--- src/rpu_pkg.sv ---
// Package for the rain particle update block: constants, widths, types.
// No dependencies.
package rpu_pkg;

  localparam int CoordW = 32;
  localparam int CntW = 9;
  localparam int UnitAw = 8;
  localparam int NumUnits = 256;

  localparam logic [CoordW-1:0] FallXz = 32'(120 * 256);
  localparam logic [CoordW-1:0] FallY0 = 32'(370 * 256);
  localparam logic [17:0] FallSpan = 18'(320 * 256);
  localparam logic [CoordW-1:0] JitBase = 32'(80 * 256);
  localparam logic [15:0] RatioBase = 16'd3277;
  localparam logic [15:0] RatioSpan = 16'd6554;
  localparam logic [31:0] LfsrMask = 32'h8020_0003;
  localparam logic [31:0] LfsrSeed = 32'hACE1_ACE1;

  localparam logic [3:0] RegMinX = 4'd0;
  localparam logic [3:0] RegMinY = 4'd1;
  localparam logic [3:0] RegMinZ = 4'd2;
  localparam logic [3:0] RegMaxX = 4'd3;
  localparam logic [3:0] RegMaxY = 4'd4;
  localparam logic [3:0] RegMaxZ = 4'd5;
  localparam logic [3:0] RegActive = 4'd6;
  localparam logic [3:0] RegUnits = 4'd7;

  // Datapath operation codes issued by the controller.
  typedef enum logic [3:0] {
    OpNone,
    OpDivStart,   // start ratio and fall divisions, read wind slot
    OpDivStep,    // one restoring division step
    OpWindMul,    // wind delta products
    OpWindUpd,    // write wind, latch step vector
    OpPartLoad,   // latch particle item, do box test
    OpDraw,       // advance LFSR, multiply one axis
    OpAxisDone,   // add one axis result
    OpEmit        // load output register
  } op_e;

  typedef struct packed {
    op_e        op;
    logic [1:0] axis;
  } cmd_t;

  typedef struct packed {
    logic div_done;
    logic frozen;
    logic respawn;
    logic out_busy;
  } stat_t;

  // One Galois LFSR step.
  function automatic logic [31:0] lfsr_next(input logic [31:0] s);
    logic [31:0] n;
    n = {1'b0, s[31:1]};
    if (s[0]) n = n ^ LfsrMask;
    return n;
  endfunction

endpackage

--- src/rpu_ctrl.sv ---
// Controller for the rain particle update block.
// Depends on rpu_pkg; drives datapath commands, reads its status.
module rpu_ctrl import rpu_pkg::*; (
  input  logic  clk_i,
  input  logic  rst_ni,
  input  logic  in_valid,
  output logic  in_stall,
  input  logic  in_cmd_i,
  input  stat_t stat_i,
  output cmd_t  cmd_o
);

  typedef enum logic [2:0] {
    SIdle, SDiv, SWindMul, SWindUpd, SPart, SDraw, SAxis, SEmit
  } state_e;

  state_e     state_q, state_d;
  logic [1:0] axis_q, axis_d;

  always_comb begin
    state_d  = state_q;
    axis_d   = axis_q;
    cmd_o    = '{op: OpNone, axis: axis_q};
    in_stall = 1'b1;
    case (state_q)
      SIdle: begin
        in_stall = 1'b0;
        if (in_valid) begin
          if (in_cmd_i) begin
            cmd_o.op = OpPartLoad;
            state_d  = SPart;
          end else begin
            cmd_o.op = OpDivStart;
            state_d  = SDiv;
          end
        end
      end
      SDiv: begin
        cmd_o.op = OpDivStep;
        if (stat_i.div_done) state_d = SWindMul;
      end
      SWindMul: begin
        cmd_o.op = OpWindMul;
        state_d  = SWindUpd;
      end
      SWindUpd: begin
        cmd_o.op = OpWindUpd;
        state_d  = SIdle;
      end
      SPart: begin
        axis_d = 2'd0;
        state_d = stat_i.frozen ? SEmit : SDraw;
      end
      SDraw: begin
        cmd_o.op = OpDraw;
        state_d  = SAxis;
      end
      SAxis: begin
        cmd_o.op = OpAxisDone;
        if (axis_q == 2'd2) begin
          state_d = SEmit;
        end else begin
          axis_d  = axis_q + 2'd1;
          state_d = SDraw;
        end
      end
      SEmit: begin
        if (!stat_i.out_busy) begin
          cmd_o.op = OpEmit;
          state_d  = SIdle;
        end
      end
      default: state_d = SIdle;
    endcase
  end

  always_ff @(posedge clk_i or negedge rst_ni) begin
    if (!rst_ni) begin
      state_q <= SIdle;
      axis_q  <= 2'd0;
    end else begin
      state_q <= state_d;
      axis_q  <= axis_d;
    end
  end

  a_axis_range: assert property (@(posedge clk_i) disable iff (!rst_ni)
    axis_q != 2'd3) else $error("axis counter out of range");
  a_accept_idle: assert property (@(posedge clk_i) disable iff (!rst_ni)
    (in_valid && !in_stall) |=> state_q != SIdle) else $error("accept did not start work");
  a_emit_free: assert property (@(posedge clk_i) disable iff (!rst_ni)
    cmd_o.op == OpEmit |-> !stat_i.out_busy) else $error("emit into full output");

endmodule

--- config.mk ---
export PLATFORM = sky130hd
export DESIGN_NAME = rpu_ctrl
export DESIGN_NICKNAME = d
export VERILOG_FILES = /design/src/rpu_pkg.sv /design/src/rpu_ctrl.sv
export SDC_FILE = /design/constraint.sdc
export NUM_CORES = 1
export LEC_CHECK = 0
export BUFFER_PORTS_ARGS = -buffer_cell sky130_fd_sc_hd__buf_2
export CAP_MARGIN = 20
export CELL_PAD_IN_SITES_DETAIL_PLACEMENT = 0
export CELL_PAD_IN_SITES_GLOBAL_PLACEMENT = 1
export CORE_MARGIN = 2
export CORE_UTILIZATION = 29
export CTS_BUF_LIST = sky130_fd_sc_hd__clkbuf_4 sky130_fd_sc_hd__clkbuf_8 sky130_fd_sc_hd__clkbuf_16
export CTS_CLUSTER_DIAMETER = 80
export DETAILED_ROUTE_END_ITERATION = 8
export PLACE_DENSITY_LB_ADDON = 0.1
export SLEW_MARGIN = 20
export SYNTH_ARGS = -nofsm -noshare
export SYNTH_HDL_FRONTEND = slang
export SYNTH_SLANG_ARGS = --single-unit
--- constraint.sdc ---
create_clock -name clk_i -period 1.35 [get_ports clk_i]
set_clock_uncertainty 0.15 [all_clocks]
set_input_delay 0.0675 -clock clk_i [delete_from_list [all_inputs] [get_ports clk_i]]
set_output_delay 0.0675 -clock clk_i [all_outputs]
set_load 0.1 [all_outputs]
==> impl_metrics.csv <==
group,metric,value,unit
critical_path,r2r_setup_slack,0,ps
clock_tree,clk_path_buf_depth,2,
floorplanning,io_pins,15,
finish,drive_above_1_share,75.34,%
global_route,antenna_found_initial,0,
critical_path,rr_endpoint,"axis_q[0]",
logic_synthesis,synth_area_leader_cell,"dfrtp_1",
logic_synthesis,syn_area,399.1,sq um
finish,nets,83,
critical_path,slowest_delay,480,ps
critical_path,cp_data_required_time,1130,ps
job,drv_cap,0,
timing,fmax,653.5,MHz
critical_path,cp-start-kind,"flop",
finish,syn_to_final_growth,109.7,%
routing,firstDrtPassIters,4,
timing,tightest_slew,283.1,ps
timing,fin_crit,1530,ps
clock_tree,cts_inserted_buffers,3,
critical_path,crit_arrival,1310,ps
floorplanning,die_area,1689,sq um
critical_path,cp-startpoint,"state_q[2]",
routing,avgViaCountPerCell,4.693,
timing,post-route-period-util,113.4,%
logic_synthesis,ys_ff_latch,5,
logic_synthesis,synth-seq-area-share,31.35,%
critical_path,crit_fanout,6,
timing,finalHoldViolCount,0,
logic_synthesis,ys_types,26,
global_route,gr-total-overflow,0,
timing,slew_headroom,81.13,%
clock_tree,clock_sinks,5,
logic_synthesis,synth_area_leaders,"dfrtp_1, buf_6, a21oi_1",
routing,wl_per_cell,12.61,microns
critical_path,r2r_cells,4,
timing,final-setup-viol-count,6,
placement,placed_area,730.7,sq um
routing,drt_drc_violations_left,0,
finish,utilization,64.33,%
placement,io_buffer_count,13,
clock_tree,cts_tree,"built",
global_route,grt_max_degree,10,
logic_synthesis,syn_nets,54,
status,status,"complete, but fails checks",
clock_tree,clk_latency,230,ps
timing,slew_viol_final,0,
placement,detailed_place_hpwl,830.3,microns
critical_path,critPathKind,"reg2out",
routing,vias,413,
global_route,grt_pass1_wl,1.745,mm
logic_synthesis,yosysTopAreaCellShare,31.35,%
logic_synthesis,avgSynthCellArea,8.870,sq um
routing,wl,1.110,mm
timing,layout_setup_ws,-180.3,ps
routing,drt-initial-drc-count,6,
finish,final_area,837.1,sq um
critical_path,crit_path_end,"cmd_o[4]",
floorplanning,die_x,41.10,microns
routing,ant_nets,0,
critical_path,worstReg2RegStart,"axis_q[1]",
clock_tree,cts.clk_slew.worst_paths,40,ps
finish,antenna_cells,0,
worst_hold_path,min_path_type,"in2reg",
floorplanning,core,1301,sq um
timing,tns,-650.7,ps
logic_synthesis,syn-instance-count,45,
status,violations,"setup timing",
floorplanning,std_cell_rows,13,
critical_path,cp_slowest_cell,"dfrtp_2",
critical_path,crit_chain,"a221oi_2 -> a21oi_4 -> buf_12",
global_route,grt_use_total,15.77,%
clock_tree,cts_max_level,1,
critical_path,end_kind,"primary output",
floorplanning,initial_core_util,30.67,%
timing,rsz0062_at_grt,"true",
floorplanning,die_h,41.10,microns
global_route,grt_pass1_vias,406,
placement,routabilityCongestion,0.7418,
logic_synthesis,ys_warn_count,0,
clock_tree,cts-root-buf,"clkbuf_4",
==> cell usage after synthesis <==
library cell,instances
o22ai_2,1
o21ai_1,4
inv_2,1
nor4b_1,1
nor2b_1,2
o221ai_1,1
buf_6,2
xnor2_1,1
a221oi_2,1
inv_1,3
nand2_1,3
nor2_2,1
buf_4,1
o21a_1,1
a22o_1,1
or3_1,1
o31ai_2,1
xor2_1,1
nand2b_1,1
nand3_1,2
dfrtp_1,5
a211o_2,1
a21boi_2,1
a21oi_1,4
ha_1,1
nor2_1,3
==> per-layer routing <==
layer	wire length, microns	global-route usage (%)	vias to the layer above
li1	-	-	217
met1	501	19.61	185
met2	569	26.95	11
met3	38	3.261	0
met4	0	4.839	0
met5	0	0	-
==> how the worst min path moves through the flow <==
stage               from          to  slack (ps)  cells past startpoint
2_1_floorplan     rst_ni  state_q[0]        -380                      0
3_3_place_gp      rst_ni   axis_q[0]        -270                      1
3_5_place_dp      rst_ni  state_q[2]        -260                      1
4_1_cts        stat_i[0]  state_q[1]          20                      3
5_1_grt           rst_ni   axis_q[1]          40                      2
6_report        in_valid  state_q[2]          20                      3
==> worst max-delay path, delay by kind of cell, from the launching register on <==
| kind | cells | cell delay [ps] |
|---|---|---|
| buffers and inverters | 1 | 170 |
| AO/OA/AOI/OAI | 2 | 420 |
| flip-flops | 1 | 480 |
==> cell type report <==
| class | count | area (sq um) |
|---|---|---|
| flip-flops and latches | 5 | 136.4 |
| multi-input cells | 33 | 340.3 |
| inverters | 4 | 17.52 |
| clock buffers | 4 | 30.03 |
| well taps | 15 | 18.77 |
| fillers | 110 | 464.2 |
| repair buffers | 27 | 294.0 |
==> state kept, by name (all words and copies together), names as in the netlist <==
signal and cells:
axis_q 2, state_q 3
==> metrics by stage <==
stage	cells	hold slack, ps	worst slack (ps)
after global routing	88	35.96	-235.3
after detailed placement	79	-261.5	-30.57
after floorplan	45	-378.1	-179.7
after global placement	79	-270.4	15.21
after CTS	86	19.23	-177.7
final	88	18.13	-180.3
==> layout by cell type (no fill, tap or decap), drive strengths merged, types with 2 or more instances in the layout <==
cell / count
nor2b: 2
nand3: 2
inv: 4
o21ai: 4
buf: 26
nand2: 3
a21oi: 4
dfrtp: 5
clkbuf: 4
nor2: 4
==> timing repair <==
action	CTS	global route
gates resized for setup	7	4
setup endpoints to repair	7	8
endpoints found under the hold margin	5	0
pin swaps	2	5
setup buffers	2	3
hold buffers	1	0
==> cell families after synthesis <==
group,after synthesis,synth area share (%)
AO/OA/AOI/OAI,16,31.66
adder cells (fa/ha/maj),1,3.134
buffers and inverters,7,11.28
flip-flops,5,31.35
AND/OR/NAND/NOR,14,18.18
XOR/XNOR,2,4.390
Power is left out: the tool's default activity adds up to more than one toggle a clock period on the data nets, which glitch-free logic cannot reach.
